==> config.mk <==
export PLATFORM = sky130hd
export DESIGN_NAME = per_client_sequence_tracker
export DESIGN_NICKNAME = d
export VERILOG_FILES = /design/src/rtl/pcst_pkg.sv /design/src/rtl/pcst_ram.sv /design/src/rtl/per_client_sequence_tracker.sv
export SDC_FILE = /design/constraint.sdc
export NUM_CORES = 2
export LEC_CHECK = 0
export BUFFER_PORTS_ARGS = -buffer_cell sky130_fd_sc_hd__buf_2
export CAP_MARGIN = 40
export CORE_UTILIZATION = 50
export DETAILED_ROUTE_END_ITERATION = 7
export PLACE_DENSITY = 0.71
export SYNTH_ARGS = -nofsm -noshare
export SYNTH_HDL_FRONTEND = slang
export SYNTH_SLANG_ARGS = --single-unit
==> constraint.sdc <==
create_clock -name clk -period 15.9 [get_ports clk]
set_input_delay 2.385 -clock clk [delete_from_list [all_inputs] [get_ports clk]]
set_output_delay 2.385 -clock clk [all_outputs]
set_load 0.01 [all_outputs]
==> src/rtl/pcst_pkg.sv <==
// Shared types and constants for the per-client sequence tracker.
package pcst_pkg;

	// Default client table depth.
	localparam int MAX_CLIENTS_DEF = 6;

	// Request acceptance checks.
	localparam logic [4:0]  REQ_BYTES     = 5'd24;
	localparam logic [31:0] PROTO_VERSION = 32'd7;

	// Reset values of the configuration registers.
	localparam logic [6:0]  DROP_PERCENT_RST  = 7'd0;
	localparam logic [15:0] STALE_SECONDS_RST = 16'd120;

	// Configuration register indexes.
	typedef enum logic [0:0] {
		REG_DROP_PERCENT  = 1'b0,
		REG_STALE_SECONDS = 1'b1
	} cfg_reg_t;

	// Controller states.
	typedef enum logic [2:0] {
		ST_IDLE,
		ST_SCAN,
		ST_UPDATE,
		ST_MISS,
		ST_DONE
	} state_t;

	// One client table entry as stored in the RAM.
	typedef struct packed {
		logic [31:0] ip;
		logic [15:0] port;
		logic [31:0] max_seq;
		logic [63:0] last_seen;
	} entry_t;

	localparam int ENTRY_W = $bits(entry_t);

endpackage

==> src/rtl/pcst_ram.sv <==
// Generic single-write, single-read RAM with a registered read port.
module pcst_ram #(
	parameter int WIDTH = 8,
	parameter int DEPTH = 8,
	localparam int AW = (DEPTH > 1) ? $clog2(DEPTH) : 1
) (
	input  logic             clk,
	input  logic             we,
	input  logic [AW-1:0]    waddr,
	input  logic [WIDTH-1:0] wdata,
	input  logic             re,
	input  logic [AW-1:0]    raddr,
	output logic [WIDTH-1:0] rdata
);

	logic [WIDTH-1:0] mem [DEPTH];

	// Write port.
	always_ff @(posedge clk) begin
		if (we) begin
			mem[waddr] <= wdata;
		end
	end

	// Read port; the read data is registered.
	always_ff @(posedge clk) begin
		if (re) begin
			rdata <= mem[raddr];
		end
	end

endmodule

==> src/rtl/per_client_sequence_tracker.sv <==
// Top level of the per-client sequence tracker for a time-echo server.
//
// The block takes one request header per transaction on the slave stream and returns one
// result per request on the master stream. A request shorter than 24 bytes, with a version
// other than 7, or whose roll is below drop_percent yields a result with tuser low and all
// data zero. Otherwise the sender is looked up in a client table of MAX_CLIENTS entries held
// in a single-port-read RAM; entries are read one per cycle, in order, until a match is found.
// A discarded request goes from acceptance straight to the done state. A request that
// matches a stored entry is scanned up to that entry and then updated, and a request from
// an unknown sender is scanned past every stored entry (the scan is skipped with an empty
// table) and then added if there is room. The rate is set by the one-entry-per-cycle
// table scan through the RAM read port. The result sits in an output register, so the
// next request is taken while the previous result waits.
module per_client_sequence_tracker #(
	parameter int MAX_CLIENTS = pcst_pkg::MAX_CLIENTS_DEF
) (
	input  logic         clk,
	input  logic         arst_n,

	// Configuration writes.
	input  logic         cfg_we,
	input  logic [0:0]   cfg_addr,
	input  logic [15:0]  cfg_wdata,

	// Request stream.
	input  logic         s_axis_tvalid,
	output logic         s_axis_tready,
	// byte_length[4:0], seq_number[36:5], version[68:37], client_seconds[132:69],
	// client_nanos[196:133], source_ip[228:197], source_port[244:229],
	// now_seconds[308:245], now_nanos[338:309], drop_roll[345:339], zero pad[351:346]
	input  logic [351:0] s_axis_tdata,

	// Result stream.
	output logic         m_axis_tvalid,
	input  logic         m_axis_tready,
	// reply_seq[31:0], reply_client_seconds[95:32], reply_client_nanos[159:96],
	// server_seconds[223:160], server_nanos[253:224], dest_ip[285:254],
	// dest_port[301:286], out_of_order[302], recorded_max_seq[334:303], zero pad[335]
	output logic [335:0] m_axis_tdata,
	// send_reply
	output logic         m_axis_tuser
);

	localparam int IDX_W = (MAX_CLIENTS > 1) ? $clog2(MAX_CLIENTS) : 1;
	localparam int CNT_W = $clog2(MAX_CLIENTS + 1);
	localparam logic [CNT_W-1:0] MAX_CNT = CNT_W'(MAX_CLIENTS);

	// Unpacked request fields.
	logic [4:0]  in_byte_length;
	logic [31:0] in_seq_number;
	logic [31:0] in_version;
	logic [63:0] in_client_seconds;
	logic [63:0] in_client_nanos;
	logic [31:0] in_source_ip;
	logic [15:0] in_source_port;
	logic [63:0] in_now_seconds;
	logic [29:0] in_now_nanos;
	logic [6:0]  in_drop_roll;

	assign in_byte_length    = s_axis_tdata[4:0];
	assign in_seq_number     = s_axis_tdata[36:5];
	assign in_version        = s_axis_tdata[68:37];
	assign in_client_seconds = s_axis_tdata[132:69];
	assign in_client_nanos   = s_axis_tdata[196:133];
	assign in_source_ip      = s_axis_tdata[228:197];
	assign in_source_port    = s_axis_tdata[244:229];
	assign in_now_seconds    = s_axis_tdata[308:245];
	assign in_now_nanos      = s_axis_tdata[338:309];
	assign in_drop_roll      = s_axis_tdata[345:339];

	// Control and configuration registers.
	pcst_pkg::state_t state_q, state_d;
	logic [6:0]       drop_percent_q;
	logic [15:0]      stale_seconds_q;
	logic [CNT_W-1:0] entry_count_q;
	logic [CNT_W-1:0] rd_idx_q;
	logic             rd_vld_s1;
	logic             out_valid_q;

	// Payload registers of the request in flight.
	logic [31:0]      seq_q;
	logic [63:0]      csec_q;
	logic [63:0]      cnsec_q;
	logic [31:0]      ip_q;
	logic [15:0]      port_q;
	logic [63:0]      now_q;
	logic [29:0]      nnsec_q;
	logic             send_q;
	logic             ooo_q;
	logic [31:0]      recmax_q;
	logic [IDX_W-1:0] rd_idx_s1;
	logic             rd_last_s1;
	logic [IDX_W-1:0] hit_idx_q;
	logic             later_q;
	logic [63:0]      gap_q;
	logic             seq_lt_q;
	logic             seq_gt_q;
	logic [31:0]      cur_max_q;

	// Output register.
	logic [335:0]     out_data_q;
	logic             out_user_q;

	// Handshake and RAM controls.
	logic             accept;
	logic             pass;
	logic             out_free;
	logic             issue;
	logic             match;
	logic             load_out;
	logic             ram_we;
	logic [IDX_W-1:0] ram_waddr;
	pcst_pkg::entry_t ram_wentry;
	logic [pcst_pkg::ENTRY_W-1:0] ram_rdata;
	pcst_pkg::entry_t rd_entry;
	logic             stale;
	logic [31:0]      new_max;
	logic             upd_ooo;
	logic             room;

	assign accept   = s_axis_tvalid && s_axis_tready;
	assign out_free = !out_valid_q || m_axis_tready;
	assign pass     = (in_byte_length >= pcst_pkg::REQ_BYTES) &&
	                  (in_version == pcst_pkg::PROTO_VERSION) &&
	                  (in_drop_roll >= drop_percent_q);
	assign rd_entry = pcst_pkg::entry_t'(ram_rdata);
	assign match    = rd_vld_s1 && (rd_entry.ip == ip_q) && (rd_entry.port == port_q);
	assign room     = entry_count_q < MAX_CNT;

	// Sequence update for a known client, from values captured at the hit.
	assign stale   = later_q && (gap_q > {48'd0, stale_seconds_q});
	assign upd_ooo = !stale && seq_lt_q;
	assign new_max = (stale || seq_gt_q) ? seq_q : cur_max_q;

	// Client table storage.
	pcst_ram #(
		.WIDTH(pcst_pkg::ENTRY_W),
		.DEPTH(MAX_CLIENTS)
	) u_table (
		.clk  (clk),
		.we   (ram_we),
		.waddr(ram_waddr),
		.wdata(ram_wentry),
		.re   (issue),
		.raddr(rd_idx_q[IDX_W-1:0]),
		.rdata(ram_rdata)
	);

	// Next-state logic.
	always_comb begin
		state_d = state_q;
		unique case (state_q)
			pcst_pkg::ST_IDLE: begin
				if (s_axis_tvalid) begin
					if (!pass) begin
						state_d = pcst_pkg::ST_DONE;
					end else if (entry_count_q == '0) begin
						state_d = pcst_pkg::ST_MISS;
					end else begin
						state_d = pcst_pkg::ST_SCAN;
					end
				end
			end
			pcst_pkg::ST_SCAN: begin
				if (match) begin
					state_d = pcst_pkg::ST_UPDATE;
				end else if (rd_vld_s1 && rd_last_s1) begin
					state_d = pcst_pkg::ST_MISS;
				end
			end
			pcst_pkg::ST_UPDATE: state_d = pcst_pkg::ST_DONE;
			pcst_pkg::ST_MISS:   state_d = pcst_pkg::ST_DONE;
			pcst_pkg::ST_DONE: begin
				if (out_free) begin
					state_d = pcst_pkg::ST_IDLE;
				end
			end
			default: state_d = pcst_pkg::ST_IDLE;
		endcase
	end

	// Output logic of the controller.
	always_comb begin
		s_axis_tready = 1'b0;
		issue         = 1'b0;
		ram_we        = 1'b0;
		ram_waddr     = hit_idx_q;
		ram_wentry    = '{ip: ip_q, port: port_q, max_seq: new_max, last_seen: now_q};
		load_out      = 1'b0;
		unique case (state_q)
			pcst_pkg::ST_IDLE: s_axis_tready = 1'b1;
			pcst_pkg::ST_SCAN: issue = (rd_idx_q < entry_count_q) && !match;
			pcst_pkg::ST_UPDATE: ram_we = 1'b1;
			pcst_pkg::ST_MISS: begin
				ram_we     = room;
				ram_waddr  = entry_count_q[IDX_W-1:0];
				ram_wentry = '{ip: ip_q, port: port_q, max_seq: seq_q, last_seen: now_q};
			end
			pcst_pkg::ST_DONE: load_out = out_free;
			default: ;
		endcase
	end

	// Control state and configuration registers.
	always_ff @(posedge clk or negedge arst_n) begin
		if (!arst_n) begin
			state_q         <= pcst_pkg::ST_IDLE;
			drop_percent_q  <= pcst_pkg::DROP_PERCENT_RST;
			stale_seconds_q <= pcst_pkg::STALE_SECONDS_RST;
			entry_count_q   <= '0;
			rd_idx_q        <= '0;
			rd_vld_s1       <= 1'b0;
			out_valid_q     <= 1'b0;
		end else begin
			state_q   <= state_d;
			rd_vld_s1 <= issue;
			if (cfg_we) begin
				unique case (pcst_pkg::cfg_reg_t'(cfg_addr))
					pcst_pkg::REG_DROP_PERCENT:  drop_percent_q  <= cfg_wdata[6:0];
					pcst_pkg::REG_STALE_SECONDS: stale_seconds_q <= cfg_wdata;
					default: ;
				endcase
			end
			if (accept) begin
				rd_idx_q <= '0;
			end else if (issue) begin
				rd_idx_q <= CNT_W'(rd_idx_q + 1'b1);
			end
			if (state_q == pcst_pkg::ST_MISS && room) begin
				entry_count_q <= CNT_W'(entry_count_q + 1'b1);
			end
			if (load_out) begin
				out_valid_q <= 1'b1;
			end else if (m_axis_tready) begin
				out_valid_q <= 1'b0;
			end
		end
	end

	// Request payload, scan results and the result under construction.
	always_ff @(posedge clk) begin
		if (accept) begin
			seq_q    <= in_seq_number;
			csec_q   <= in_client_seconds;
			cnsec_q  <= in_client_nanos;
			ip_q     <= in_source_ip;
			port_q   <= in_source_port;
			now_q    <= in_now_seconds;
			nnsec_q  <= in_now_nanos;
			send_q   <= pass;
			ooo_q    <= 1'b0;
			recmax_q <= '0;
		end
		if (issue) begin
			rd_idx_s1  <= rd_idx_q[IDX_W-1:0];
			rd_last_s1 <= (CNT_W'(rd_idx_q + 1'b1) == entry_count_q);
		end
		if (match) begin
			hit_idx_q <= rd_idx_s1;
			later_q   <= now_q > rd_entry.last_seen;
			gap_q     <= now_q - rd_entry.last_seen;
			seq_lt_q  <= seq_q < rd_entry.max_seq;
			seq_gt_q  <= seq_q > rd_entry.max_seq;
			cur_max_q <= rd_entry.max_seq;
		end
		if (state_q == pcst_pkg::ST_UPDATE) begin
			ooo_q    <= upd_ooo;
			recmax_q <= upd_ooo ? cur_max_q : '0;
		end
		if (load_out) begin
			out_user_q <= send_q;
			if (send_q) begin
				out_data_q <= {1'b0, recmax_q, ooo_q, port_q, ip_q, nnsec_q, now_q,
				               cnsec_q, csec_q, seq_q};
			end else begin
				out_data_q <= '0;
			end
		end
	end

	assign m_axis_tvalid = out_valid_q;
	assign m_axis_tdata  = out_data_q;
	assign m_axis_tuser  = out_user_q;

	// The table never holds more clients than it has room for.
	a_count_bound: assert property (@(posedge clk) disable iff (!arst_n)
		entry_count_q <= MAX_CNT)
		else $error("client count exceeds table depth");

	// The table is written only while updating or adding a client.
	a_write_state: assert property (@(posedge clk) disable iff (!arst_n)
		ram_we |-> (state_q == pcst_pkg::ST_UPDATE || state_q == pcst_pkg::ST_MISS))
		else $error("table written outside an update");

	// An update always targets a stored client.
	a_hit_in_range: assert property (@(posedge clk) disable iff (!arst_n)
		(state_q == pcst_pkg::ST_UPDATE) |-> (CNT_W'(hit_idx_q) < entry_count_q))
		else $error("update of an unused table entry");

	// Adding a client with room left grows the table by one.
	a_add_grows: assert property (@(posedge clk) disable iff (!arst_n)
		(state_q == pcst_pkg::ST_MISS && room) |=>
		(entry_count_q == CNT_W'($past(entry_count_q) + 1'b1)))
		else $error("new client not counted");

	// Reads are issued only during the table scan and only below the fill count.
	a_read_range: assert property (@(posedge clk) disable iff (!arst_n)
		issue |-> (state_q == pcst_pkg::ST_SCAN && rd_idx_q < entry_count_q))
		else $error("table read outside the scan");

endmodule

# ---- After elaboration in Yosys (flattened, before gate mapping)
# Memory sizes are Yosys's and may differ from the RTL's. A register that Yosys moved wholly into a read port is not among the register bits.
# Index checks and enable logic that the tools add are counted.
# Widths: inputs -> output; s select.
dict set report word_totals {
  regBits 813
  ram_bits 864
  inputBits 374
  output_inout_bits 339
  elab_cells 101
  memories 1
}
dict set report op_classes {
  addsub 3
  n_lt_le_gt_ge 8
  n_eq_ne 11
  mux 25
  n_bitwise 1
  reduce_logical 24
}
# name words width rd rd_clocked_by_memory_dff wr line
set mem_list {}
lappend mem_list {u_table.mem 6 144 1 1 1 pcst_ram.sv:16} ;# logic [WIDTH-1:0] mem [DEPTH];
# cell count
set ops {}
lappend ops {{$mux 32} 4}
lappend ops {{$mux 96} 1}
lappend ops {{$gt 64x16->1} 1}
lappend ops {{$gt 64x64->1} 1}
lappend ops {{$sub 64x64->64} 1}
lappend ops {{$eq 32x3->1 const B} 1}
lappend ops {{$eq 32x32->1} 1}
lappend ops {{$gt 32x32->1} 1}
lappend ops {{$lt 32x32->1} 1}
lappend ops {{$mux 3} 8}
lappend ops {{$eq 16x16->1} 1}
lappend ops {{$pmux 3 s4} 1}
lappend ops {{$logic_and 1x1->1} 10}
lappend ops {{$mux 1} 9}
lappend ops {{$ge 7x7->1} 1}
lappend ops {{$add 3x1->3 const B} 2}
lappend ops {{$eq 3x2->1 const B} 2}
lappend ops {{$logic_not 3->1} 2}
lappend ops {{$reduce_bool 2->1} 3}
lappend ops {{$ge 5x5->1 const B} 1}
lappend ops {{$ne 2x2->1 const B} 2}
lappend ops {{$reduce_and 2->1} 2}
lappend ops {{$eq 3x1->1 const B} 1}
lappend ops {{$eq 3x3->1} 1}
lappend ops {{11 further kinds} 14}

# ---- Depth between registers and ports, before layout
dict set report logic_depth {
  word_depth 8
  depth_mapped 13
}

# ---- Hierarchy
# Synthesis repeated with hierarchy kept, for this count alone.
dict set report hier_totals {
  hier_cells 4173
  hier_area_um2 72681.0
}
# mod instances cells_per_inst area_per_inst_um2 seq_area_each_um2
set modules_own_cells {}
lappend modules_own_cells {pcst_ram 1 1836 38295.5 30269.0}
lappend modules_own_cells {per_client_sequence_tracker 1 2337 34385.5 24218.2}

# ---- Least setup slack after synthesis
# OpenSTA, ideal clock, no wires.
dict set report synth_timing {
  path_kind {register to register}
  startpoint {register rd_idx_q[0]}
  endpoint {register rd_idx_q[2]}
  arrival_ns 12.828
  t_required_ns 15.395
  setup_slack_ns 2.568
  path_stages_with_launch 13
  n_path_buf 4
  period_less_slack_ns 13.332
  cell_sequence {dfrtp_1 -> buf_2 -> buf_2 -> buf_2 -> buf_1 -> inv_1 -> ha_1 -> nor2b_1 -> o21a_1 -> nor3_1 -> nand2_1 -> xor2_1 -> nor2_1}
}
dict set report synth_between {
  elab_chain_cells 4
}
# element line
set synth_lines {}
lappend synth_lines {{from (decl)} per_client_sequence_tracker.sv:76} ;# logic [CNT_W-1:0] rd_idx_q;
lappend synth_lines {{from (signal assigned)} per_client_sequence_tracker.sv:227} ;# rd_idx_q <= CNT_W'(rd_idx_q + 1'b1);
lappend synth_lines {{$lt 3x3->1} per_client_sequence_tracker.sv:192} ;# pcst_pkg::ST_SCAN: issue = (rd_idx_q < entry_count_q) && !match;
lappend synth_lines {{$logic_and 1x1->1} per_client_sequence_tracker.sv:192}
lappend synth_lines {{$mux 1} per_client_sequence_tracker.sv:190} ;# unique case (state_q)
lappend synth_lines {{via issue} per_client_sequence_tracker.sv:108} ;# logic issue;
lappend synth_lines {{$reduce_bool 2->1 (no source line)} -}
# The timed path passes the listed nets, and every way through them passes these cells. The select of a mux whose other input is x is not followed.
# A chain may end at the register's enable or synchronous reset.

# ---- Final worst setup path
dict set report layout_timing {
  startpoint {input s_axis_tvalid}
  endpoint {register csec_q[55], enable pin}
}
dict set report layout_between {
  elab_chain_cells 1
}
# element line
set layout_lines {}
lappend layout_lines {{from (decl)} per_client_sequence_tracker.sv:26} ;# input logic s_axis_tvalid,
lappend layout_lines {{$logic_and 1x1->1} per_client_sequence_tracker.sv:121} ;# assign accept = s_axis_tvalid && s_axis_tready;
lappend layout_lines {{to (signal assigned)} per_client_sequence_tracker.sv:244} ;# csec_q <= in_client_seconds;
lappend layout_lines {{to (decl)} per_client_sequence_tracker.sv:82} ;# logic [63:0] csec_q;
# Every way passes these cells.

==> flow_summary_export.csv <==
group,metric,value,unit
sta,finalSetupViolations,0,
floorplanning,coreArea,140000,sq um
final_layout,nNetsFinal,5254,
sta,grt_setup_unrepaired,"no",
synthesis,ys.flop_type,"edfxtp_1",
clocking,clockBufferDepth,3,
drt,vias,36700,
drt,routed_via_density,5.40,
status,status,"finished clean",
sta,hold_violations,0,
power_and_ir_drop,irDropWorstVdd,0.106,mV
sta,relSlewSlack,30.2,%
clocking,cts_inserted_buffers,181,
setup_path,crit_top_cell,"buf_4",
setup_path,crit_family,"buffers and inverters",
floorplanning,io_pins,713,
global_route,grt.busiest_layer,"met2",
worst_hold_path,hold_depth,0,
sta,tightestPinTransition,1.05,ns
drt,wl_per_cell,22.1,um
synthesis,ys_seq_elements,1820,
floorplanning,die-area,143000,sq um
synthesis,muxShareOfSynthArea,7.59,%
setup_path,rr_worst_depth,6,
synthesis,synthesis.area,70700,sq um
synthesis,ys_seq_area_share,77.0,%
global_route,antenna_found_initial,10,
synthesis,async_flop_share,1.87,%
drt,wirelength,150000,um
placed_design,dp_hpwl,97500,um
synthesis,synthDominantCellAreaShare,75.8,%
setup_path,crit_path_start_kind,"input pin",
synthesis,synthSimpleGateAreaFrac,6.20,%
worst_hold_path,min_to,"hit_idx_q[2]$_DFFE_PP_",
setup_path,crit_arrival,5.02,ns
floorplanning,die_y,378,um
power_and_ir_drop,leakage,29.3,nW
drt,first_iter_violations,2791,
worst_hold_path,hold_class,"reg -> reg",
clocking,root_buffer,"clkbuf_16",
global_route,grtUsageMet3,5.08,%
clocking,clk_pin_slew,0.06,ns
sta,timing.fmax,0.220,GHz
synthesis,synth_area_leaders,"edfxtp_1 (76%), mux4_2 (4.6%), and2_1 (3.3%), ha_1 (2.2%), mux2i_1 (2.1%)",
worst_hold_path,min_from,"rd_idx_s1[2]$_DFFE_PP_",
synthesis,syn-num-nets,4459,
global_route,grt_util_met1,29.1,%
synthesis,yosys-top-cells-count,"edfxtp_1 (1786), and2_1 (372), a21oi_1 (238), nor2_1 (205), mux2i_1 (146)",
synthesis,synth.distinct_cells,77,
sta,finalCriticalPeriod,4.55,ns
final_layout,drive_gt1_share,25.9,%
sta,slew_viol_final,0,
synthesis,synth-compound-area-share,3.86,%
clocking,cts_tree,"built",
global_route,grt_pass1_vias,36600,
clocking,ctsResizeCount,0,
floorplanning,initial_utilization,50.6,%
setup_path,critical_path_buf_inv_count,5,
global_route,grt_start_max_net_pins,155,
clocking,cts.sinks,1820,
synthesis,synth_area_per_cell,17.9,sq um
drt,antenna_left,0,
clocking,post-cts-setup-buffers,0,
drt,drc,0,
global_route,use_met2,32.9,%
synthesis,synth_xor_area_share,1.40,%
floorplanning,num_rows,137,
setup_path,r2r_slack,11.63,ns
drt,dr.pass1.iters,5,
global_route,grt_pass1_wl,223000,um
setup_path,crit_chain,"buf_2 > and2_4 > buf_4 > buf_4 > buf_4 > buf_16",
setup_path,cp_slowest_stage_delay,0.69,ns
placed_design,place.gp.congestion,0.905,
sta,whs,0.419,ns
synthesis,synth-edff-count,1786,
sta,clock_skew,0.0575,ns
sta,fin_tns_setup,0,ns
final_layout,area_growth,17.0,%
clocking,clk_latency,0.82,ns
setup_path,worstPathRequired,16.37,ns
clocking,cts_max_level,4,
synthesis,yosys.area.top_type,"edfxtp_1",
synthesis,ys_warn_count,0,
setup_path,slowest_stage,"buf_4",
global_route,grt_usage,20.9,%
setup_path,setup.worst_path.end_class,"flop",
synthesis,synth_top_family_by_area,"multiplexers",
setup_path,worstSetupPathType,"in -> reg",
placed_design,portBuffers,702,
sta,finalCritPeriodShare,28.6,%
flow_run,cap_violations,0,
floorplanning,die_w,378,um
synthesis,synth-adder-area-share,2.24,%
setup_path,timing.rr.start,"port_q[9]$_DFFE_PP_",
synthesis,syn_inst,3959,
power_and_ir_drop,power.density,125,nW/um^2
synthesis,synth_most_common_cell,"edfxtp_1",
setup_path,path_max_fanout,69,
setup_path,r2r-end,"later_q$_DFFE_PP_",
global_route,overflow,0,
clocking,cts_hold_buffers,0,
[state kept, by name, indices dropped and copies added (netlist names), 3 cells and up]
| name | cells |
|---|---|
| entry_count_q | 3 |
| csec_q | 64 |
| ip_q | 32 |
| gap_q | 64 |
| stale_seconds_q | 16 |
| m_axis_tdata | 335 |
| hit_idx_q | 3 |
| nnsec_q | 30 |
| drop_percent_q | 7 |
| u_table.mem | 864 |
| recmax_q | 32 |
| rd_idx_s1 | 3 |
| cur_max_q | 32 |
| cnsec_q | 64 |
| now_q | 64 |
| port_q | 16 |
| seq_q | 32 |
| u_table.rdata | 144 |
| rd_idx_q | 3 |
| state_q | 3 |
[placed cells by master, fill, tap and decap left out, drive strengths merged, types with 18 or more instances in the layout]
master,count
xor2,74
buf,768
nor4,38
clkbuf,227
nand3,18
nand2,67
and2,373
dfrtp,30
o21bai,19
mux4,144
o21ai,64
inv,148
mux2i,146
a21o,57
a21oi,245
mux2,49
xnor2,39
edfxtp,1786
clkinv,81
nand4,40
nor2,206
ha,125
[area by class of cell]
type / instances / area (sq um)
timing repair buffer: 770 / 4390
antenna: 7 / 17.5
inverter: 142 / 536
multi-input combinational: 1839 / 15100
clock inverter: 105 / 1040
clock buffer: 226 / 4770
sequential: 1820 / 54500
tap: 1876 / 2350
fill: 10400 / 57100
[power by group]
group	switching, mW	internal [mW]
logic	0.362	0.213
clock network	1.81	2.34
registers	0.110	5.51
[layer usage]
metal,vias to the layer above,routed length (um)
met5,-,13
met4,2,3500
met3,211,10700
met2,1205,70400
met1,18500,65300
li1,16700,-
[metrics by stage]
stage	instances	util [%]	total power, mW	setup slack (ns)	cell area (sq um)
2_1_floorplan	3959	-	6.06	2.57	70700
6_report	6785	59.2	10.3	11.35	82700
5_1_grt	6779	59.1	10.7	11.24	82700
3_5_place_dp	6446	55.0	6.30	10.47	76900
3_3_place_gp	6427	54.6	6.28	10.24	76400
4_1_cts	6777	59.1	10.4	11.37	82700
[worst max-delay path by stage]
stage                             from                       to  slack [ns]  cells after the start
2_1_floorplan  rd_idx_q[0]$_DFFE_PN0P_  rd_idx_q[2]$_DFFE_PN0P_        2.57                     12
3_3_place_gp             s_axis_tvalid     csec_q[50]$_DFFE_PP_       10.24                      5
3_5_place_dp             s_axis_tvalid     csec_q[46]$_DFFE_PP_       10.47                      6
4_1_cts                  s_axis_tvalid       ip_q[11]$_DFFE_PP_       11.37                      6
5_1_grt                  s_axis_tvalid     csec_q[46]$_DFFE_PP_       11.24                      6
6_report                 s_axis_tvalid     csec_q[55]$_DFFE_PP_       11.35                      6
[cell families (layout without fill, tap and decap cells)]
logic type / after synthesis / in the layout
XOR/XNOR: 113 / 113
AND/OR/NAND/NOR: 810 / 810
flip-flops: 1820 / 1820
AO/OA/AOI/OAI: 450 / 450
adder cells (fa/ha/maj): 126 / 126
multiplexers: 339 / 339
other: 1 / 8
buffers and inverters: 300 / 1243
Power figures use the tool's default switching activity.
